### config.mk
export PLATFORM = sky130hd
export DESIGN_NAME = timer_interrupt_unit
export DESIGN_NICKNAME = d
export VERILOG_FILES = /design/src/sv/tiu_pkg.sv /design/src/sv/tiu_input_stage.sv /design/src/sv/tiu_core.sv /design/src/sv/timer_interrupt_unit.sv
export VERILOG_INCLUDE_DIRS = /design/src /design/src/sv
export SDC_FILE = /design/constraint.sdc
export NUM_CORES = 1
export LEC_CHECK = 0
export BUFFER_PORTS_ARGS = -buffer_cell sky130_fd_sc_hd__buf_2
export CAP_MARGIN = 20
export CELL_PAD_IN_SITES_DETAIL_PLACEMENT = 0
export CELL_PAD_IN_SITES_GLOBAL_PLACEMENT = 1
export CORE_MARGIN = 3
export CORE_UTILIZATION = 48
export DETAILED_ROUTE_END_ITERATION = 12
export GPL_TIMING_DRIVEN = 0
export PLACE_DENSITY_LB_ADDON = 0.3
export SLEW_MARGIN = 40
export SYNTH_ARGS = -nofsm -noshare
export SYNTH_HDL_FRONTEND = slang
export SYNTH_SLANG_ARGS = --single-unit
### constraint.sdc
create_clock -name clock -period 4.5 [get_ports clock]
set_clock_uncertainty 0.05 [all_clocks]
set_input_delay 0.45 -clock clock [delete_from_list [all_inputs] [get_ports clock]]
set_output_delay 0.45 -clock clock [all_outputs]
set_load 0.05 [all_outputs]
### src/sv/timer_interrupt_unit_assert.svh
// Assertion macros for the timer and interrupt unit.
// Included by the top level only; no other dependencies.
`ifndef TIMER_INTERRUPT_UNIT_ASSERT_SVH
`define TIMER_INTERRUPT_UNIT_ASSERT_SVH

// Same-cycle implication, checked outside reset.
`define TIU_ASSERT_IMPLY(label, clk, rst, lhs, rhs) \
   label: assert property (@(posedge clk) disable iff (rst) (lhs) |-> (rhs)) \
      else $error("tiu assertion failed");

// Next-cycle implication, checked outside reset.
`define TIU_ASSERT_NEXT(label, clk, rst, lhs, rhs) \
   label: assert property (@(posedge clk) disable iff (rst) (lhs) |=> (rhs)) \
      else $error("tiu assertion failed");

`endif

### src/sv/tiu_pkg.sv
// Shared types and constants of the timer and interrupt unit.
// No dependencies.
package tiu_pkg;

   localparam int unsigned LC_W   = 10;
   localparam int unsigned ADDR_W = 13;
   localparam int unsigned DATA_W = 8;
   localparam int unsigned CYC_W  = 10;
   localparam int unsigned LINE_W = 3;
   localparam int unsigned PRE_W  = 12;

   localparam logic [LC_W-1:0]   LINE_CYCLES_RESET = 10'd113;
   localparam logic [PRE_W:0]    TICK_PERIOD       = 13'd1024;
   localparam logic [PRE_W:0]    PRE_FLOOR         = 13'h1800;
   localparam logic [ADDR_W-1:0] PAGE_MASK         = 13'h1F00;
   localparam logic [ADDR_W-1:0] TIMER_PAGE        = 13'h0C00;
   localparam logic [ADDR_W-1:0] IRQ_PAGE          = 13'h1400;
   localparam logic [ADDR_W-1:0] WIN_LO            = 13'h0800;
   localparam logic [ADDR_W-1:0] WIN_HI            = 13'h1800;
   localparam logic [LINE_W-1:0] TIMER_BIT         = 3'b100;
   localparam logic [1:0]        OFS_MASK          = 2'd2;
   localparam logic [1:0]        OFS_STATUS        = 2'd3;
   localparam logic [DATA_W-1:0] NO_DATA           = 8'hFF;

   typedef enum logic [1:0] {
      KIND_TICK  = 2'd0,
      KIND_READ  = 2'd1,
      KIND_WRITE = 2'd2,
      KIND_OTHER = 2'd3
   } kind_type;

   typedef struct packed {
      kind_type          kind;
      logic [ADDR_W-1:0] io_address;
      logic [DATA_W-1:0] write_data;
      logic [CYC_W-1:0]  cycles_in_line;
      logic [LINE_W-1:0] irq_request;
   } req_type;

   typedef struct packed {
      logic [DATA_W-1:0] read_data;
      logic [LINE_W-1:0] irq_pending;
      logic [LINE_W-1:0] irq_enable_mask;
   } rsp_type;

endpackage

### src/sv/tiu_input_stage.sv
// Input register of the timer and interrupt unit: holds one request.
// Depends on tiu_pkg.
module tiu_input_stage (
   input  logic             clock,
   input  logic             reset,
   input  logic             req_valid,
   output logic             req_stall,
   input  tiu_pkg::req_type req_in,
   input  logic             advance,
   output logic             held_valid,
   output tiu_pkg::req_type held_req
);

   logic             valid_ff;
   logic             valid_in;
   tiu_pkg::req_type req_ff;
   logic             take;

   assign req_stall  = valid_ff && !advance;
   assign take       = req_valid && !req_stall;
   assign held_valid = valid_ff;
   assign held_req   = req_ff;

   always_comb begin
      valid_in = valid_ff;
      if (take) begin
         valid_in = 1'b1;
      end else if (advance) begin
         valid_in = 1'b0;
      end
   end

   always_ff @(posedge clock) begin
      if (reset) begin
         valid_ff <= 1'b0;
      end else begin
         valid_ff <= valid_in;
      end
   end

   always_ff @(posedge clock) begin
      if (take) begin
         req_ff <= req_in;
      end
   end

endmodule

### src/sv/tiu_core.sv
// Timer, interrupt and bus latch state with the per-request update logic.
// Depends on tiu_pkg.
module tiu_core (
   input  logic                       clock,
   input  logic                       reset,
   input  logic                       csr_write,
   input  logic [tiu_pkg::LC_W-1:0]   csr_data,
   input  logic                       step,
   input  tiu_pkg::req_type           req,
   output tiu_pkg::rsp_type           rsp
);

   logic [tiu_pkg::LC_W-1:0]   line_cycles_ff;
   logic [tiu_pkg::PRE_W-1:0]  prescaler_ff,   prescaler_in;
   logic [7:0]                 counter_ff,     counter_in;
   logic [6:0]                 reload_ff,      reload_in;
   logic                       running_ff,     running_in;
   logic [tiu_pkg::LINE_W-1:0] lines_ff,       lines_in;
   logic [tiu_pkg::LINE_W-1:0] mask_ff,        mask_in;
   logic [7:0]                 latch_ff,       latch_in;

   logic [tiu_pkg::PRE_W:0]    diff;
   logic [tiu_pkg::PRE_W:0]    sat;
   logic [7:0]                 cnt;
   logic [7:0]                 cnt_m1;
   logic [7:0]                 rd;
   logic [tiu_pkg::ADDR_W-1:0] page;
   logic                       in_win;
   logic                       pre_match;

   always_comb begin
      page      = req.io_address & tiu_pkg::PAGE_MASK;
      in_win    = (req.io_address >= tiu_pkg::WIN_LO) && (req.io_address < tiu_pkg::WIN_HI);
      diff      = {prescaler_ff[tiu_pkg::PRE_W-1], prescaler_ff}
                  - {3'b000, line_cycles_ff};
      // below -2048: sign set, next bit clear
      sat       = (diff[tiu_pkg::PRE_W] && !diff[tiu_pkg::PRE_W-1]) ? tiu_pkg::PRE_FLOOR : diff;
      cnt_m1    = counter_ff - 8'd1;
      pre_match = !prescaler_ff[tiu_pkg::PRE_W-1]
                  && (prescaler_ff == {2'b00, req.cycles_in_line});

      prescaler_in = prescaler_ff;
      counter_in   = counter_ff;
      reload_in    = reload_ff;
      running_in   = running_ff;
      lines_in     = lines_ff | req.irq_request;
      mask_in      = mask_ff;
      latch_in     = latch_ff;
      rd           = tiu_pkg::NO_DATA;
      cnt          = counter_ff;

      unique case (req.kind)
         tiu_pkg::KIND_TICK: begin
            if (sat[tiu_pkg::PRE_W]) begin
               prescaler_in = tiu_pkg::PRE_W'(sat + tiu_pkg::TICK_PERIOD);
               if (running_ff) begin
                  if (cnt[7]) begin
                     cnt      = {1'b0, reload_ff};
                     lines_in = lines_in | tiu_pkg::TIMER_BIT;
                  end
                  counter_in = cnt - 8'd1;
               end
            end else begin
               prescaler_in = sat[tiu_pkg::PRE_W-1:0];
            end
         end
         tiu_pkg::KIND_READ: begin
            rd = in_win ? latch_ff : tiu_pkg::NO_DATA;
            if (page == tiu_pkg::TIMER_PAGE) begin
               rd = {latch_ff[7], 7'd0} | (pre_match ? {1'b0, cnt_m1[6:0]} : counter_ff);
            end else if (page == tiu_pkg::IRQ_PAGE) begin
               if (req.io_address[1:0] == tiu_pkg::OFS_MASK) begin
                  rd = {latch_ff[7:3], mask_ff};
               end else if (req.io_address[1:0] == tiu_pkg::OFS_STATUS) begin
                  rd       = {5'd0, lines_in};
                  lines_in = '0;
               end
            end
            if (in_win) begin
               latch_in = rd;
            end
         end
         tiu_pkg::KIND_WRITE: begin
            if (in_win) begin
               latch_in = req.write_data;
            end
            if (page == tiu_pkg::TIMER_PAGE) begin
               if (!req.io_address[0]) begin
                  reload_in = req.write_data[6:0];
               end else begin
                  if (req.write_data[0] && !running_ff) begin
                     counter_in = {1'b0, reload_ff};
                  end
                  running_in = req.write_data[0];
               end
            end else if (page == tiu_pkg::IRQ_PAGE) begin
               if (req.io_address[1:0] == tiu_pkg::OFS_MASK) begin
                  mask_in = req.write_data[tiu_pkg::LINE_W-1:0];
               end else if (req.io_address[1:0] == tiu_pkg::OFS_STATUS) begin
                  lines_in = lines_in & ~tiu_pkg::TIMER_BIT;
               end
            end
         end
         tiu_pkg::KIND_OTHER: begin
            if (in_win) begin
               latch_in = req.write_data;
            end
         end
         default: begin
         end
      endcase

      rsp.read_data       = rd;
      rsp.irq_pending     = lines_in;
      rsp.irq_enable_mask = mask_in;
   end

   always_ff @(posedge clock) begin
      if (reset) begin
         line_cycles_ff <= tiu_pkg::LINE_CYCLES_RESET;
         prescaler_ff   <= '0;
         counter_ff     <= '0;
         reload_ff      <= '0;
         running_ff     <= 1'b0;
         lines_ff       <= '0;
         mask_ff        <= '0;
         latch_ff       <= '0;
      end else begin
         if (csr_write) begin
            line_cycles_ff <= csr_data;
         end
         if (step) begin
            prescaler_ff <= prescaler_in;
            counter_ff   <= counter_in;
            reload_ff    <= reload_in;
            running_ff   <= running_in;
            lines_ff     <= lines_in;
            mask_ff      <= mask_in;
            latch_ff     <= latch_in;
         end
      end
   end

endmodule

### src/sv/timer_interrupt_unit.sv
// Timer and interrupt unit: line-tick prescaler, 8-bit down counter with reload,
// interrupt lines and mask, shared I/O bus latch. Uses tiu_pkg, tiu_input_stage, tiu_core.
//
// Every request yields exactly one response, registered in tiu_input_stage and then in
// the output register once it is free; a stalled response holds the request behind it.
// Requests are taken one per clock while the output is not stalled; tiu_core computes
// each state update combinationally. line_cycles is written through the csr port, which
// is always ready; write it only while no request is in flight.
module timer_interrupt_unit (
   input  logic                          clock,
   input  logic                          reset,
   input  logic                          csr_valid,
   output logic                          csr_ready,
   input  logic [tiu_pkg::LC_W-1:0]      csr_line_cycles,
   input  logic                          req_valid,
   output logic                          req_stall,
   input  logic [1:0]                    req_kind,
   input  logic [tiu_pkg::ADDR_W-1:0]    req_io_address,
   input  logic [tiu_pkg::DATA_W-1:0]    req_write_data,
   input  logic [tiu_pkg::CYC_W-1:0]     req_cycles_in_line,
   input  logic [tiu_pkg::LINE_W-1:0]    req_irq_request,
   output logic                          rsp_valid,
   input  logic                          rsp_stall,
   output logic [tiu_pkg::DATA_W-1:0]    rsp_read_data,
   output logic [tiu_pkg::LINE_W-1:0]    rsp_irq_pending,
   output logic [tiu_pkg::LINE_W-1:0]    rsp_irq_enable_mask
);

   tiu_pkg::req_type req_in;
   tiu_pkg::req_type held_req;
   tiu_pkg::rsp_type core_rsp;
   tiu_pkg::rsp_type rsp_ff;
   logic             held_valid;
   logic             advance;
   logic             rsp_valid_ff;
   logic             rsp_valid_in;

   assign req_in.kind           = tiu_pkg::kind_type'(req_kind);
   assign req_in.io_address     = req_io_address;
   assign req_in.write_data     = req_write_data;
   assign req_in.cycles_in_line = req_cycles_in_line;
   assign req_in.irq_request    = req_irq_request;

   assign csr_ready = 1'b1;
   assign advance   = held_valid && (!rsp_valid_ff || !rsp_stall);

   tiu_input_stage u_input (
      .clock      (clock),
      .reset      (reset),
      .req_valid  (req_valid),
      .req_stall  (req_stall),
      .req_in     (req_in),
      .advance    (advance),
      .held_valid (held_valid),
      .held_req   (held_req)
   );

   tiu_core u_core (
      .clock     (clock),
      .reset     (reset),
      .csr_write (csr_valid && csr_ready),
      .csr_data  (csr_line_cycles),
      .step      (advance),
      .req       (held_req),
      .rsp       (core_rsp)
   );

   always_comb begin
      rsp_valid_in = rsp_valid_ff;
      if (advance) begin
         rsp_valid_in = 1'b1;
      end else if (!rsp_stall) begin
         rsp_valid_in = 1'b0;
      end
   end

   always_ff @(posedge clock) begin
      if (reset) begin
         rsp_valid_ff <= 1'b0;
      end else begin
         rsp_valid_ff <= rsp_valid_in;
      end
   end

   always_ff @(posedge clock) begin
      if (advance) begin
         rsp_ff <= core_rsp;
      end
   end

   assign rsp_valid           = rsp_valid_ff;
   assign rsp_read_data       = rsp_ff.read_data;
   assign rsp_irq_pending     = rsp_ff.irq_pending;
   assign rsp_irq_enable_mask = rsp_ff.irq_enable_mask;

`include "timer_interrupt_unit_assert.svh"

   // input backs up only behind a full, stalled output
   `TIU_ASSERT_IMPLY(a_stall_needs_full_out, clock, reset, req_stall, rsp_valid_ff && rsp_stall)
   // a taken response with nothing behind it leaves the output empty
   `TIU_ASSERT_NEXT(a_no_dup_rsp, clock, reset, rsp_valid_ff && !rsp_stall && !held_valid, !rsp_valid_ff)
   // a held request moves on whenever the output can take it
   `TIU_ASSERT_IMPLY(a_held_moves, clock, reset, held_valid && !rsp_valid_ff, advance)

endmodule
After elaboration in Yosys (flattened, before gate mapping)
Index checks and enable logic that the tools add are counted.
{"block": "totals", "ff_bits": 104, "inputBits": 51, "out_inout_bits": 17, "wordCells": 109}
{"block": "classes", "addsub": 4, "order_cmp": 2, "n_eq_ne": 16, "muxes": 41, "bitwise_logic": 3, "reduce_logical": 25}
{"operator": "$mux 8", "n": 16}
{"operator": "$mux 3", "n": 15}
{"operator": "$pmux 8 s2", "n": 2}
{"operator": "$ne 2x1->1 const B", "n": 7}
{"operator": "$ge 13x12->1 const B", "n": 1}
{"operator": "$lt 13x13->1 const B", "n": 1}
{"operator": "$mux 13", "n": 1}
{"operator": "$sub 12x11->13", "n": 1}
{"operator": "$add 12x11->12 const B", "n": 1}
{"operator": "$eq 12x10->1", "n": 1}
{"operator": "$mux 12", "n": 1}
{"operator": "$reduce_and 4->1", "n": 3}
{"operator": "$pmux 3 s3", "n": 1}
{"operator": "$eq 2x2->1 const B", "n": 4}
{"operator": "$or 8x8->8", "n": 1}
{"operator": "$sub 8x1->8 const B", "n": 1}
{"operator": "$logic_and 1x1->1", "n": 7}
{"operator": "$logic_not 1->1", "n": 7}
{"operator": "$mux 7", "n": 1}
{"operator": "$reduce_and 7->1", "n": 1}
{"operator": "$sub 7x1->7 const B", "n": 1}
{"operator": "$reduce_bool 2->1", "n": 3}
{"operator": "$eq 5x4->1 const B", "n": 1}
{"operator": "$eq 5x5->1 const B", "n": 1}
{"operator": "9 further kinds", "n": 12}

Depth between registers and ports, before layout
Gate-level depths: netlist of run 1.
{"block": "logic_depth", "word_depth": 10, "ltp_mapped": 12, "mapped_depth_nobuf": 10}

By module
Synthesis of run 1 repeated with hierarchy kept, for this count alone.
{"block": "unflattened", "hier_cells": 499, "area_unflattened_um2": 5157.4}
{"mod": "tiu_core", "instances": 1, "cells_each": 439, "area_each_um2": 3558.4, "seq_area_each_um2": 1041.0}
{"mod": "tiu_input_stage", "instances": 1, "cells_each": 40, "area_each_um2": 1131.1, "seq_area_each_um2": 1101.1}
{"mod": "timer_interrupt_unit", "instances": 1, "cells_each": 20, "area_each_um2": 467.9, "seq_area_each_um2": 440.4}

Worst setup path before layout of run 1
Ideal clock, no wire load.
{"block": "synth_timing", "path_type": "register to register", "start": "reg rsp_valid_ff (netlist: rsp_valid)", "end": "reg u_input.req_ff (netlist bit u_input.held_req[0]), enable pin", "setup_ns": 0.420, "arrival_ns": 2.359, "required_time_ns": 4.030, "slack_ns": 1.671, "path_stages_with_launch": 3, "path_buffers": 0, "period_less_slack_ns": 2.829, "cell_sequence": "dfxtp_1 and3_1 nor2b_1"}
{"block": "synth_via", "elab_chain_cells": 7}
{"item": "from (decl)", "line": "timer_interrupt_unit.sv:35", "rtl": "logic rsp_valid_ff;"}
{"item": "from (signal assigned)", "line": "timer_interrupt_unit.sv:81", "rtl": "rsp_valid_ff <= rsp_valid_in;"}
{"item": "$logic_not 1->1", "line": "timer_interrupt_unit.sv:45", "rtl": "assign advance = held_valid && (!rsp_valid_ff || !rsp_stall);"}
{"item": "$logic_or 1x1->1", "line": "timer_interrupt_unit.sv:45"}
{"item": "$logic_and 1x1->1", "line": "timer_interrupt_unit.sv:45"}
{"item": "$logic_not 1->1", "line": "tiu_input_stage.sv:19", "rtl": "assign req_stall = valid_ff && !advance;"}
{"item": "$logic_and 1x1->1", "line": "tiu_input_stage.sv:19"}
{"item": "named net req_stall", "line": "timer_interrupt_unit.sv:16", "rtl": "output logic req_stall,"}
{"item": "$logic_not 1->1", "line": "tiu_input_stage.sv:20", "rtl": "assign take = req_valid && !req_stall;"}
{"item": "$logic_and 1x1->1", "line": "tiu_input_stage.sv:20"}
{"item": "named net u_input.take", "line": "tiu_input_stage.sv:17", "rtl": "logic take;"}
{"item": "to (signal assigned)", "line": "tiu_input_stage.sv:43", "rtl": "req_ff <= req_in;"}
{"item": "to (decl)", "line": "tiu_input_stage.sv:16", "rtl": "tiu_pkg::req_type req_ff;"}
The timed path passes the listed nets, and every way through them passes these cells.
A chain may end at the register's enable or synchronous reset.

Worst setup path after layout of run 1
{"block": "layout_timing", "start": "reg u_core.prescaler_ff[0] (netlist name)", "end": "reg u_core.prescaler_ff[6] (netlist name)"}
{"block": "layout_via", "elab_chain_cells": 6}
{"item": "from (decl)", "line": "tiu_core.sv:14", "rtl": "logic [tiu_pkg::PRE_W-1:0] prescaler_ff, prescaler_in;"}
{"item": "from (signal assigned)", "line": "tiu_core.sv:133", "rtl": "prescaler_ff <= prescaler_in;"}
{"item": "$sub 12x11->13 (*)", "line": "tiu_core.sv:35", "rtl": "- {3'b000, line_cycles_ff};"}
{"item": "$logic_not 1->1", "line": "tiu_core.sv:37", "rtl": "sat = (diff[tiu_pkg::PRE_W] && !diff[tiu_pkg::PRE_W-1]) ? tiu_pkg::PRE_FLOOR : diff;"}
{"item": "$logic_and 1x1->1", "line": "tiu_core.sv:37"}
{"item": "$mux 13 (*)", "line": "tiu_core.sv:37"}
{"item": "$add 12x11->12", "line": "tiu_core.sv:55", "rtl": "prescaler_in = tiu_pkg::PRE_W'(sat + tiu_pkg::TICK_PERIOD);"}
{"item": "$mux 12 (*)", "line": "tiu_core.sv:54", "rtl": "if (sat[tiu_pkg::PRE_W]) begin"}
Every way passes the cells marked *; elsewhere a longest branch is shown, timed or not.

==> results of run 1 <==
[cell usage after synthesis (3+ instances only)]
library cell,number,area share (%)
nor2_1,67,5.0
dfxtp_1,54,22
edfxtp_1,44,26
nand2_1,42,3.1
a21oi_1,29,2.9
mux2i_1,27,5.4
inv_1,21,1.6
xnor2_1,19,3.3
clkbuf_1,17,1.3
o21ai_0,16,1.6
nor3_1,13,1.3
ha_1,12,3.0
nand3_1,12,1.2
a22o_1,10,1.7
a211oi_1,9,1.3
o211ai_1,8,1.2
or3_1,7,0.87
xor2_1,6,1.0
buf_2,5,0.50
nor2b_1,5,0.62
nand2b_1,4,0.50
nor4_1,4,0.50
or2_2,4,0.50
a21o_1,3,0.45
and2_1,3,0.37
and3_1,3,0.37
mux2_2,3,0.67
nand4_1,3,0.37
nor3b_1,3,0.45
o41ai_1,3,0.52
[metal layers]
metal  up-vias  global-route usage [%]  routed length [um]
met3        17                    3.46                 588
met2       109                    34.0                5540
met5         -                       0                   0
met1      1885                    29.2                5520
li1       1995                       -                   -
met4         0                    7.12                 195
[worst paths after layout]
kind	to	startpoint	cells past startpoint
worst max-delay path	u_core.prescaler_ff[6]	u_core.prescaler_ff[0]	12
worst max register to register	u_core.prescaler_ff[6]	u_core.prescaler_ff[0]	12
worst min-delay path	u_input.held_req[12]	req_cycles_in_line[9]	1
worst min register to register	u_core.lines_ff[0]	u_core.lines_ff[0]	2
[cell families after synthesis]
logic type               Yosys count
AND/OR/NAND/NOR                  181
AO/OA/AOI/OAI                    113
flip-flops                        98
buffers and inverters             49
multiplexers                      30
XOR/XNOR                          25
adder cells (fa/ha/maj)           14
other                              1
[sequential cells by signal, indices dropped and copies added, names as in the netlist]
signal and cells:
u_input.held_valid 1, u_core.latch_ff 8, u_core.mask_ff 3, u_input.held_req 30, u_core.running_ff 1, rsp_read_data 8
rsp_irq_enable_mask 3, u_core.line_cycles_ff 10, u_core.prescaler_ff 12, rsp_irq_pending 3, u_core.lines_ff 3, u_core.reload_ff 7
u_core.counter_ff 8, rsp_valid 1
[power breakdown]
part	internal (W)	switching, W	total [W]
Sequential	0.000969	0.0000217	0.000991
Clock	0.000261	0.000326	0.000587
Combinational	0.0000973	0.000149	0.000246
Total	0.00133	0.000497	0.00182
[per-stage QoR]
step,setup slack [ns],utilization [%],hold slack (ns)
6_report,1.65,57.3,0.197
5_1_grt,1.52,57.3,0.173
4_1_cts,1.67,57.3,0.182
3_5_place_dp,1.69,55.3,0.398
3_3_place_gp,1.17,55.0,0.389
2_1_floorplan,1.67,-,0.377
[area by class of cell]
| type | count | area [um2] | share of cell area [%] |
|---|---|---|---|
| Timing Repair Buffer | 61 | 315 | 5.52 |
| Tap cell | 133 | 166 | 2.92 |
| Sequential cell | 98 | 2400 | 42.1 |
| Buffer | 26 | 126 | 2.21 |
| Clock inverter | 7 | 76.3 | 1.34 |
| Inverter | 23 | 86.3 | 1.51 |
| Multi-Input combinational cell | 364 | 2410 | 42.2 |
| Clock buffer | 9 | 124 | 2.17 |
==> run_summary.xml, run 1 <==
<?xml version="1.0" encoding="UTF-8"?>
<metrics>
  <group name="floorplanning">
    <metric name="fp.dieArea" unit="mm2">0.0117</metric>
    <metric name="die_height" unit="um">108</metric>
    <metric name="boundaryPins" unit="">68</metric>
    <metric name="die_width" unit="um">108</metric>
    <metric name="floorplan.rows" unit="">36</metric>
    <metric name="core_area" unit="mm2">0.00995</metric>
    <metric name="initial_utilization" unit="%">50.3</metric>
  </group>
  <group name="routing">
    <metric name="drtIter0Drc" unit="">290</metric>
    <metric name="routed_wirelength" unit="mm">11.8</metric>
    <metric name="remaining_drc_errors" unit="">0</metric>
    <metric name="drt-wirelength-per-cell" unit="um">16.4</metric>
    <metric name="via_count" unit="">4006</metric>
    <metric name="routed_vias_inst" unit="">5.56</metric>
    <metric name="drt_first_pass_iters" unit="">5</metric>
    <metric name="route.antenna.remaining_nets" unit="">0</metric>
  </group>
  <group name="worst_setup_path">
    <metric name="slowest_stage" unit="">fa_1</metric>
    <metric name="cp_data_required_time" unit="ns">4.71</metric>
    <metric name="crit_chain" unit="">inv_1 &gt; ha_1 &gt; inv_1 &gt; fa_1 &gt; a21o_1 &gt; a31o_1 &gt; a211o_1 &gt; buf_6 &gt; o21bai_4 &gt; o221a_1 &gt; buf_6 &gt; a22o_1</metric>
    <metric name="critical_path.n_buffers_inverters" unit="">4</metric>
    <metric name="worst_path_dominant_cell_family" unit="">compound AO/OA/AOI/OAI gates</metric>
    <metric name="critical_path.max_stage_delay" unit="ns">0.41</metric>
    <metric name="critical_path.max_fanout" unit="">10</metric>
    <metric name="crit_arrival" unit="ns">3.06</metric>
    <metric name="critPathLaunchType" unit="">flip-flop</metric>
    <metric name="path_class" unit="">reg -&gt; reg</metric>
    <metric name="reg_to_reg_slack_setup" unit="ns">1.65</metric>
    <metric name="worst_setup_path_end_kind" unit="">flip-flop</metric>
  </group>
  <group name="final_layout">
    <metric name="fillerInstances" unit="">900</metric>
    <metric name="most_common_library_cell_in_the_layout_ignoring_fill_and_taps" unit="">nor2_1</metric>
    <metric name="final_design_area_no_fill" unit="mm2">0.00571</metric>
    <metric name="signed_area_change_from_the_synthesized_netlist_to_the_final_layout" unit="%">13.9</metric>
    <metric name="layoutNonFillerInstCount" unit="">721</metric>
    <metric name="most-common-layout-cells" unit="">nor2_1 (67), buf_2 (65), dfxtp_1 (54), edfxtp_1 (44), nand2_1 (42)</metric>
    <metric name="insertedDiodeCount" unit="">0</metric>
    <metric name="drive_gt1_share" unit="%">18.0</metric>
    <metric name="number_of_nets_in_the_layout" unit="">647</metric>
  </group>
  <group name="global_routing">
    <metric name="first_pass_grt_wire_length" unit="mm">19.2</metric>
    <metric name="vias_in_the_first_global_route" unit="">3907</metric>
    <metric name="gr-total-overflow" unit="">0</metric>
    <metric name="grt_util_all_layers" unit="%">21.2</metric>
    <metric name="number_of_antenna_violations_at_the_first_check_in_global_routing" unit="">0</metric>
    <metric name="grt_start_max_net_pins" unit="">23</metric>
  </group>
  <group name="placement">
    <metric name="dpl_cell_area" unit="mm2">0.00550</metric>
    <metric name="dp_hpwl" unit="mm">8.93</metric>
    <metric name="port-buffer-count" unit="">60</metric>
    <metric name="placedCellCount" unit="">705</metric>
    <metric name="place_congestion" unit="">0.869</metric>
  </group>
  <group name="clock_tree">
    <metric name="clkTransAtPathRegs" unit="ns">0.10</metric>
    <metric name="cts.path.max_buffers" unit="">2</metric>
    <metric name="cts.root.buffer_cell" unit="">clkbuf_8</metric>
    <metric name="htree_num_levels" unit="">3</metric>
    <metric name="cts-buffers-inserted" unit="">9</metric>
    <metric name="sinks_on_clock_net" unit="">98</metric>
    <metric name="post-cts-setup-buffer-count" unit="">0</metric>
    <metric name="tritoncts_clock_tree" unit="">built</metric>
    <metric name="cts_hold_bufs" unit="">0</metric>
    <metric name="post_cts_resized" unit="">0</metric>
    <metric name="clock_latency" unit="ns">0.37</metric>
  </group>
  <group name="logic_synthesis">
    <metric name="synth_unique_cells" unit="">73</metric>
    <metric name="syn-cell-area" unit="mm2">0.00501</metric>
    <metric name="ys_dominant_reg_cell" unit="">dfxtp_1</metric>
    <metric name="synth_cells" unit="">511</metric>
    <metric name="yosysSeqAreaShare" unit="%">47.9</metric>
    <metric name="simple_gate_share_of_the_synthesized_area" unit="%">17.4</metric>
    <metric name="synth_edf_count" unit="">44</metric>
    <metric name="synth-xor-area-share" unit="%">4.37</metric>
    <metric name="synthAdderAreaFrac" unit="%">3.60</metric>
    <metric name="share_of_cell_area_taken_by_muxes_after_synthesis" unit="%">6.07</metric>
    <metric name="synthesis.area_per_instance" unit="um2">9.81</metric>
    <metric name="net_count_of_the_mapped_netlist" unit="">575</metric>
    <metric name="fraction_of_registers_with_async_set_or_reset_after_synthesis" unit="%">0</metric>
    <metric name="synth_compound_area_share" unit="%">16.3</metric>
    <metric name="dominant_combinational_cell_family_by_area_after_synthesis" unit="">simple AND/OR/NAND/NOR gates</metric>
    <metric name="ys.warnings.count" unit="">0</metric>
    <metric name="register_bit_total_from_synthesis" unit="">98</metric>
  </group>
  <group name="outcome">
    <metric name="status" unit="">finished clean</metric>
  </group>
  <group name="sta">
    <metric name="measured_slew_at_the_worst_slew_check_pin" unit="ns">0.876</metric>
    <metric name="report.final.setup_viol" unit="">0</metric>
    <metric name="finalCriticalPeriod" unit="ns">2.85</metric>
    <metric name="rsz0062_at_grt" unit="">no</metric>
    <metric name="drv_slew" unit="">0</metric>
    <metric name="timing.setup.tns" unit="ns">0</metric>
    <metric name="final_hold_viol_count" unit="">0</metric>
    <metric name="maximum_achievable_frequency" unit="MHz">351</metric>
    <metric name="slew-limit-headroom" unit="%">41.4</metric>
    <metric name="final.period_utilization" unit="%">63.3</metric>
  </group>
  <group name="power_and_ir_drop">
    <metric name="worst_supply_voltage_drop_on_vdd" unit="mV">0.155</metric>
    <metric name="power_leakage" unit="nW">2.18</metric>
    <metric name="power-per-cell-area" unit="mW/mm2">320</metric>
    <metric name="power" unit="W">0.00182</metric>
  </group>
  <group name="hold_path">
    <metric name="hold_path.class" unit="">in -&gt; reg</metric>
  </group>
  <group name="run">
    <metric name="maximum_capacitance_violations" unit="">0</metric>
  </group>
</metrics>
(Power assumes the default switching activity.)
==> inputs of run 2 (changes only) <==
ABC_AREA = 1   (was default)
CORE_UTILIZATION = 43   (was 48)
clock period = 2.8 ns   (was 4.5 ns; I/O delays follow)
==> run_summary.xml, run 2 <==
<?xml version="1.0" encoding="UTF-8"?>
<metrics>
  <group name="logic_synthesis">
    <metric name="yosys-top-cells-count" unit="">nand2_1 (153), inv_1 (86), nor2_1 (57)</metric>
    <metric name="synth_edf_count" unit="">44</metric>
    <metric name="register_bit_total_from_synthesis" unit="">98</metric>
    <metric name="ys_dominant_reg_cell" unit="">dfxtp_1</metric>
    <metric name="yosysMostFrequentCell" unit="">nand2_1</metric>
    <metric name="synth_unique_cells" unit="">44</metric>
    <metric name="synth_cells" unit="">660</metric>
    <metric name="syn-cell-area" unit="mm2">0.00521</metric>
    <metric name="net_count_of_the_mapped_netlist" unit="">724</metric>
    <metric name="fraction_of_registers_with_async_set_or_reset_after_synthesis" unit="%">0</metric>
    <metric name="proportion_of_netlist_area_held_by_the_largest_area_contributor" unit="%">25.4</metric>
    <metric name="synthesis.area_per_instance" unit="um2">7.89</metric>
    <metric name="top_area_cells_in_the_synthesized_netlist" unit="">edfxtp_1 (25%), dfxtp_1 (21%), nand2_1 (11%), inv_1 (6.2%), a21oi_1 (4.6%)</metric>
    <metric name="yosysSeqAreaShare" unit="%">46.1</metric>
    <metric name="ys.warnings.count" unit="">0</metric>
    <metric name="synth.largest_area_cell" unit="">edfxtp_1</metric>
  </group>
  <group name="floorplanning">
    <metric name="fp.dieArea" unit="mm2">0.0135</metric>
    <metric name="core_area" unit="mm2">0.0116</metric>
    <metric name="floorplan.rows" unit="">39</metric>
    <metric name="die_width" unit="um">116</metric>
    <metric name="initial_utilization" unit="%">44.8</metric>
    <metric name="boundaryPins" unit="">68</metric>
    <metric name="die_height" unit="um">116</metric>
  </group>
  <group name="clock_tree">
    <metric name="cts-buffers-inserted" unit="">9</metric>
    <metric name="sinks_on_clock_net" unit="">98</metric>
    <metric name="clock_latency" unit="ns">0.36</metric>
    <metric name="clkTransAtPathRegs" unit="ns">0.07</metric>
    <metric name="cts.root.buffer_cell" unit="">clkbuf_16</metric>
    <metric name="htree_num_levels" unit="">3</metric>
    <metric name="tritoncts_clock_tree" unit="">built</metric>
    <metric name="post-cts-setup-buffer-count" unit="">0</metric>
    <metric name="cts_hold_bufs" unit="">0</metric>
    <metric name="post_cts_resized" unit="">0</metric>
    <metric name="cts.path.max_buffers" unit="">2</metric>
  </group>
  <group name="sta">
    <metric name="rsz0062_at_grt" unit="">no</metric>
    <metric name="slew-limit-headroom" unit="%">51.9</metric>
    <metric name="maximum_achievable_frequency" unit="MHz">420</metric>
    <metric name="final.period_utilization" unit="%">84.9</metric>
    <metric name="drv_slew" unit="">0</metric>
    <metric name="postLayoutSetupSlackWorst" unit="ns">0.422</metric>
    <metric name="timing.setup.tns" unit="ns">0</metric>
    <metric name="report.final.setup_viol" unit="">0</metric>
    <metric name="measured_slew_at_the_worst_slew_check_pin" unit="ns">0.722</metric>
    <metric name="finalCriticalPeriod" unit="ns">2.38</metric>
    <metric name="worst_hold_slack" unit="ns">0.0482</metric>
    <metric name="final_hold_viol_count" unit="">0</metric>
  </group>
  <group name="power_and_ir_drop">
    <metric name="worst_supply_voltage_drop_on_vdd" unit="mV">0.439</metric>
    <metric name="cell_internal_pwr" unit="W">0.00245</metric>
    <metric name="power-per-cell-area" unit="mW/mm2">568</metric>
    <metric name="sequentialPowerShare" unit="%">47.3</metric>
    <metric name="power_leakage" unit="nW">2.70</metric>
    <metric name="power.switching_fraction" unit="%">28.0</metric>
    <metric name="p_comb_share" unit="%">15.3</metric>
    <metric name="power.net_switching" unit="W">0.000954</metric>
    <metric name="power.clock.fraction" unit="%">37.4</metric>
  </group>
  <group name="global_routing">
    <metric name="gr-total-overflow" unit="">0</metric>
    <metric name="number_of_antenna_violations_at_the_first_check_in_global_routing" unit="">0</metric>
    <metric name="grt_util_all_layers" unit="%">19.9</metric>
    <metric name="grt_start_max_net_pins" unit="">31</metric>
    <metric name="vias_in_the_first_global_route" unit="">4114</metric>
    <metric name="first_pass_grt_wire_length" unit="mm">20.5</metric>
  </group>
  <group name="placement">
    <metric name="dpl_cell_area" unit="mm2">0.00569</metric>
    <metric name="placement.setup.worst_slack" unit="ns">0.443</metric>
    <metric name="place_congestion" unit="">0.925</metric>
    <metric name="dp_hpwl" unit="mm">9.57</metric>
    <metric name="port-buffer-count" unit="">60</metric>
  </group>
  <group name="final_layout">
    <metric name="layout.core_utilization" unit="%">51.6</metric>
    <metric name="most-common-layout-cells" unit="">nand2_1 (153), inv_1 (85), buf_2 (65), nor2_1 (57), dfxtp_1 (54)</metric>
    <metric name="signed_area_change_from_the_synthesized_netlist_to_the_final_layout" unit="%">15.0</metric>
    <metric name="insertedDiodeCount" unit="">0</metric>
    <metric name="number_of_nets_in_the_layout" unit="">795</metric>
    <metric name="largest_register_ff_count" unit="">30</metric>
    <metric name="most_common_library_cell_in_the_layout_ignoring_fill_and_taps" unit="">nand2_1</metric>
    <metric name="drive_gt1_share" unit="%">18.5</metric>
    <metric name="final_design_area_no_fill" unit="mm2">0.00599</metric>
    <metric name="fillerInstances" unit="">1112</metric>
  </group>
  <group name="routing">
    <metric name="route.antenna.remaining_nets" unit="">0</metric>
    <metric name="drt-wirelength-per-cell" unit="um">14.3</metric>
    <metric name="remaining_drc_errors" unit="">0</metric>
    <metric name="drtIter0Drc" unit="">243</metric>
    <metric name="via_count" unit="">4435</metric>
    <metric name="routed_vias_inst" unit="">5.05</metric>
    <metric name="drt_first_pass_iters" unit="">5</metric>
    <metric name="routed_wirelength" unit="mm">12.6</metric>
  </group>
  <group name="worst_setup_path">
    <metric name="worst_path_most_repeated_cell" unit="">nand2_2</metric>
    <metric name="crit_arrival" unit="ns">2.55</metric>
    <metric name="critical_path.max_fanout" unit="">10</metric>
    <metric name="path_class" unit="">reg -&gt; reg</metric>
    <metric name="worst_setup_path_end_kind" unit="">flip-flop</metric>
    <metric name="reg_to_reg_slack_setup" unit="ns">0.42</metric>
    <metric name="slowest_stage" unit="">fa_1</metric>
    <metric name="critPathLaunchType" unit="">flip-flop</metric>
    <metric name="critical_path.max_stage_delay" unit="ns">0.41</metric>
    <metric name="crit_chain" unit="">inv_1 &gt; ha_1 &gt; inv_1 &gt; fa_1 &gt; nand3_1 &gt; nand2_2 &gt; nand3_1 &gt; nand3_2 &gt; nand2_2 &gt; nand2_2 &gt; nand2_4 &gt; nand3_4 &gt; buf_6 &gt; o21ai_1 &gt; nor2_1</metric>
    <metric name="cp_data_required_time" unit="ns">2.97</metric>
  </group>
  <group name="run">
    <metric name="maximum_capacitance_violations" unit="">0</metric>
  </group>
  <group name="outcome">
    <metric name="status" unit="">finished clean</metric>
  </group>
  <group name="hold_path">
    <metric name="hold_path.class" unit="">in -&gt; reg</metric>
  </group>
</metrics>
[run 2: changes by cell type after synthesis, sizes merged, moves of 8 or more]
cell | before | now
nand2 | 42 | 164
inv | 21 | 94
o21ai | 17 | 61
nand3 | 12 | 46
mux2i | 27 | 0
a21oi | 29 | 53
xnor2 | 19 | 0
a22o | 10 | 0
clkbuf | 17 | 7
nor3 | 13 | 3
or3 | 9 | 0
a211oi | 9 | 1
[run 2: metrics by stage]
stage                     std cells  power (W)
final                           879    0.00340
after CTS                       879    0.00344
after detailed placement        863    0.00216
after global routing            879    0.00358
after global placement          863    0.00215
after floorplan                 660    0.00202
[run 2: power by group through the flow]
stage / Sequential [W] / Combinational (W) / Clock [W]
CTS: 0.00161 / 0.000524 / 0.00131
floorplan: 0.00167 / 0.000348 / 0
global placement: 0.00164 / 0.000513 / 0
finish: 0.00161 / 0.000523 / 0.00127
detailed placement: 0.00164 / 0.000521 / 0
global route: 0.00162 / 0.000590 / 0.00137
[run 2: worst max-delay path: cells and delay by family (launching register included)]
| family | cells | cell delay [ns] |
|---|---|---|
| compound gates | 1 | 0.12 |
| fa+ha+maj | 2 | 0.62 |
| simple gates | 9 | 0.79 |
| buf+inv | 3 | 0.34 |
| flops | 1 | 0.34 |
[run 2: cell families after synthesis]
family	Yosys count	synth area share, %
xor+xnor	11	1.85
other cells	1	0.0720
simple gates	293	25.7
compound gates	130	14.0
flops	98	46.1
fa+ha+maj	13	3.27
buf+inv	114	8.94
[run 2: per-layer routing]
| layer | routed length (um) | track usage, % | share of wire (%) |
|---|---|---|---|
| met1 | 6070 | 27.2 | 48 |
| met2 | 5750 | 31.5 | 46 |
| met3 | 549 | 5.12 | 4.4 |
| met4 | 201 | 5.49 | 1.6 |
| met5 | 0 | 0 | 0 |
[run 2: layout make-up]
cell class / instances / area, um2 / share of cell area (%)
repair buffers: 60 / 300 / 5.01
multi-input cells: 448 / 2340 / 39.0
flip-flops and latches: 98 / 2400 / 40.1
inverters: 95 / 358 / 5.97
clock inverters: 7 / 77.6 / 1.30
clock buffers: 9 / 225 / 3.76
well taps: 143 / 179 / 2.99
plain buffers: 19 / 109 / 1.82
[run 2: worst paths after layout]
path,cells after the start,from,end
worst min-delay path,1,req_write_data[6],u_input.held_req[19]
worst max-delay path,15,u_core.prescaler_ff[0],u_core.counter_ff[4]
worst min register to register,2,u_core.line_cycles_ff[6],u_core.line_cycles_ff[6]
worst max register to register,15,u_core.prescaler_ff[0],u_core.counter_ff[4]
==> inputs of run 3 (changes only) <==
clock period = 2.5 ns   (was 2.8 ns; I/O delays follow)
==> run_summary.xml, run 3 (synthesized netlist as in run 2, its figures left out) <==
<?xml version="1.0" encoding="UTF-8"?>
<metrics>
  <group name="routing">
    <metric name="routed_vias_inst" unit="">5.02</metric>
    <metric name="via_count" unit="">4437</metric>
    <metric name="drtIter0Drc" unit="">242</metric>
    <metric name="routed_wirelength" unit="mm">12.6</metric>
    <metric name="drt-wirelength-per-cell" unit="um">14.3</metric>
    <metric name="drt_first_pass_iters" unit="">5</metric>
    <metric name="remaining_drc_errors" unit="">0</metric>
    <metric name="route.antenna.remaining_nets" unit="">0</metric>
  </group>
  <group name="global_routing">
    <metric name="vias_in_the_first_global_route" unit="">4114</metric>
    <metric name="grt_util_all_layers" unit="%">19.9</metric>
    <metric name="gr-total-overflow" unit="">0</metric>
    <metric name="number_of_antenna_violations_at_the_first_check_in_global_routing" unit="">0</metric>
    <metric name="first_pass_grt_wire_length" unit="mm">20.5</metric>
    <metric name="grt_start_max_net_pins" unit="">31</metric>
  </group>
  <group name="hold_path">
    <metric name="min-delay-start" unit="">req_write_data[6]</metric>
    <metric name="hold_path.class" unit="">in -&gt; reg</metric>
  </group>
  <group name="final_layout">
    <metric name="drive_gt1_share" unit="%">19.0</metric>
    <metric name="most-common-layout-cells" unit="">nand2_1 (153), inv_1 (85), buf_2 (65), nor2_1 (57), dfxtp_1 (54)</metric>
    <metric name="insertedDiodeCount" unit="">0</metric>
    <metric name="most_common_library_cell_in_the_layout_ignoring_fill_and_taps" unit="">nand2_1</metric>
    <metric name="signed_area_change_from_the_synthesized_netlist_to_the_final_layout" unit="%">16.4</metric>
    <metric name="number_of_nets_in_the_layout" unit="">800</metric>
    <metric name="largest_register_ff_count" unit="">30</metric>
  </group>
  <group name="floorplanning">
    <metric name="die_width" unit="um">116</metric>
    <metric name="fp.dieArea" unit="mm2">0.0135</metric>
    <metric name="core_area" unit="mm2">0.0116</metric>
    <metric name="boundaryPins" unit="">68</metric>
    <metric name="initial_utilization" unit="%">44.8</metric>
    <metric name="floorplan.rows" unit="">39</metric>
    <metric name="die_height" unit="um">116</metric>
  </group>
  <group name="sta">
    <metric name="rsz0062_at_grt" unit="">no</metric>
    <metric name="drv_slew" unit="">0</metric>
    <metric name="maximum_achievable_frequency" unit="MHz">436</metric>
    <metric name="finalCriticalPeriod" unit="ns">2.29</metric>
    <metric name="final_hold_viol_count" unit="">0</metric>
    <metric name="measured_slew_at_the_worst_slew_check_pin" unit="ns">0.721</metric>
    <metric name="slew-limit-headroom" unit="%">51.9</metric>
    <metric name="final.period_utilization" unit="%">91.6</metric>
    <metric name="report.final.setup_viol" unit="">0</metric>
    <metric name="timing.setup.tns" unit="ns">0</metric>
  </group>
  <group name="clock_tree">
    <metric name="tritoncts_clock_tree" unit="">built</metric>
    <metric name="cts.root.buffer_cell" unit="">clkbuf_16</metric>
    <metric name="sinks_on_clock_net" unit="">98</metric>
    <metric name="htree_num_levels" unit="">3</metric>
    <metric name="clkTransAtPathRegs" unit="ns">0.07</metric>
    <metric name="cts.path.max_buffers" unit="">2</metric>
    <metric name="cts-buffers-inserted" unit="">9</metric>
    <metric name="clock_latency" unit="ns">0.36</metric>
  </group>
  <group name="run">
    <metric name="maximum_capacitance_violations" unit="">0</metric>
  </group>
  <group name="worst_setup_path">
    <metric name="critical_path.max_stage_delay" unit="ns">0.36</metric>
    <metric name="crit_chain" unit="">inv_1 &gt; ha_2 &gt; inv_1 &gt; fa_2 &gt; nand3_1 &gt; nand2_2 &gt; nand3_1 &gt; nand3_2 &gt; nand2_2 &gt; nand2_2 &gt; nand2_4 &gt; nand3_4 &gt; buf_8 &gt; o21ai_1 &gt; nor2_1</metric>
    <metric name="worst_path_most_repeated_cell" unit="">nand2_2</metric>
    <metric name="critPathLaunchType" unit="">flip-flop</metric>
    <metric name="worst_path_dominant_cell_family" unit="">simple AND/OR/NAND/NOR gates</metric>
    <metric name="worst_setup_path_end_kind" unit="">flip-flop</metric>
    <metric name="cp_data_required_time" unit="ns">2.67</metric>
    <metric name="critical_path.reg2reg.startpoint" unit="">u_core.prescaler_ff[0]</metric>
    <metric name="crit_arrival" unit="ns">2.46</metric>
    <metric name="critical_path.n_buffers_inverters" unit="">3</metric>
    <metric name="worstSetupStartpoint" unit="">u_core.prescaler_ff[0]</metric>
    <metric name="critical_path.max_fanout" unit="">5</metric>
    <metric name="path_class" unit="">reg -&gt; reg</metric>
    <metric name="slowest_stage" unit="">fa_2</metric>
  </group>
  <group name="power_and_ir_drop">
    <metric name="power-per-cell-area" unit="mW/mm2">630</metric>
    <metric name="power_leakage" unit="nW">2.73</metric>
    <metric name="power" unit="W">0.00382</metric>
    <metric name="worst_supply_voltage_drop_on_vdd" unit="mV">0.490</metric>
  </group>
  <group name="placement">
    <metric name="place_congestion" unit="">0.925</metric>
    <metric name="port-buffer-count" unit="">60</metric>
    <metric name="dp_hpwl" unit="mm">9.57</metric>
  </group>
  <group name="outcome">
    <metric name="status" unit="">finished clean</metric>
  </group>
</metrics>
-- run 3: layout make-up --
| class | instances | area, um2 |
|---|---|---|
| Clock buffer | 9 | 225 |
| Buffer | 19 | 113 |
| Multi-Input combinational cell | 448 | 2340 |
| Tap cell | 143 | 179 |
| Timing Repair Buffer | 65 | 360 |
| Fill cell | 1108 | 5560 |
| Sequential cell | 98 | 2400 |
| Inverter | 95 | 358 |
| Clock inverter | 7 | 77.6 |
-- run 3: report_power, final --
group / leakage, nW / switching (W) / internal [W] / total [W]
Clock: 0.142 / 0.000637 / 0.000785 / 0.00142
Combinational: 1.72 / 0.000387 / 0.000206 / 0.000593
Sequential: 0.860 / 0.0000428 / 0.00176 / 0.00180
-- run 3: per-stage QoR --
step	instance area [um2]	hold slack, ns	setup slack, ns	utilization [%]	instances
2_1_floorplan	5210	0.299	0.0308	-	660
3_3_place_gp	5690	0.376	0.157	49.0	863
3_5_place_dp	5690	0.378	0.143	49.0	863
4_1_cts	5990	0.00501	0.134	51.6	879
5_1_grt	6060	0.00113	0.0156	52.2	884
6_report	6060	0.0198	0.209	52.2	884
-- run 3: timing repair --
item,4_1_cts,5_1_grt
setup endpoints to repair,0,8
hold buffers,0,2
buffers inserted,0,2
endpoints found under the hold margin,0,2
gates resized for setup,0,3
-- run 3: worst paths after layout --
path                                            endpoint  slack, ns  cells after the start
worst max-delay path                u_core.counter_ff[4]       0.21                     15
worst min-delay path                u_input.held_req[19]       0.02                      1
worst max register to register      u_core.counter_ff[4]       0.21                     15
worst min register to register  u_core.line_cycles_ff[6]       0.41                      2
-- run 3: per-layer routing --
layer  vias up  share of wire, %  global-route usage, %  wire length, um
li1       2309                 -                      -                -
met1      2024                48                   27.2             6050
met2        90                46                   31.5             5790
met3        14               4.6                   5.12              585
met4         0               1.6                   5.49              201
met5         -                 0                      0                0
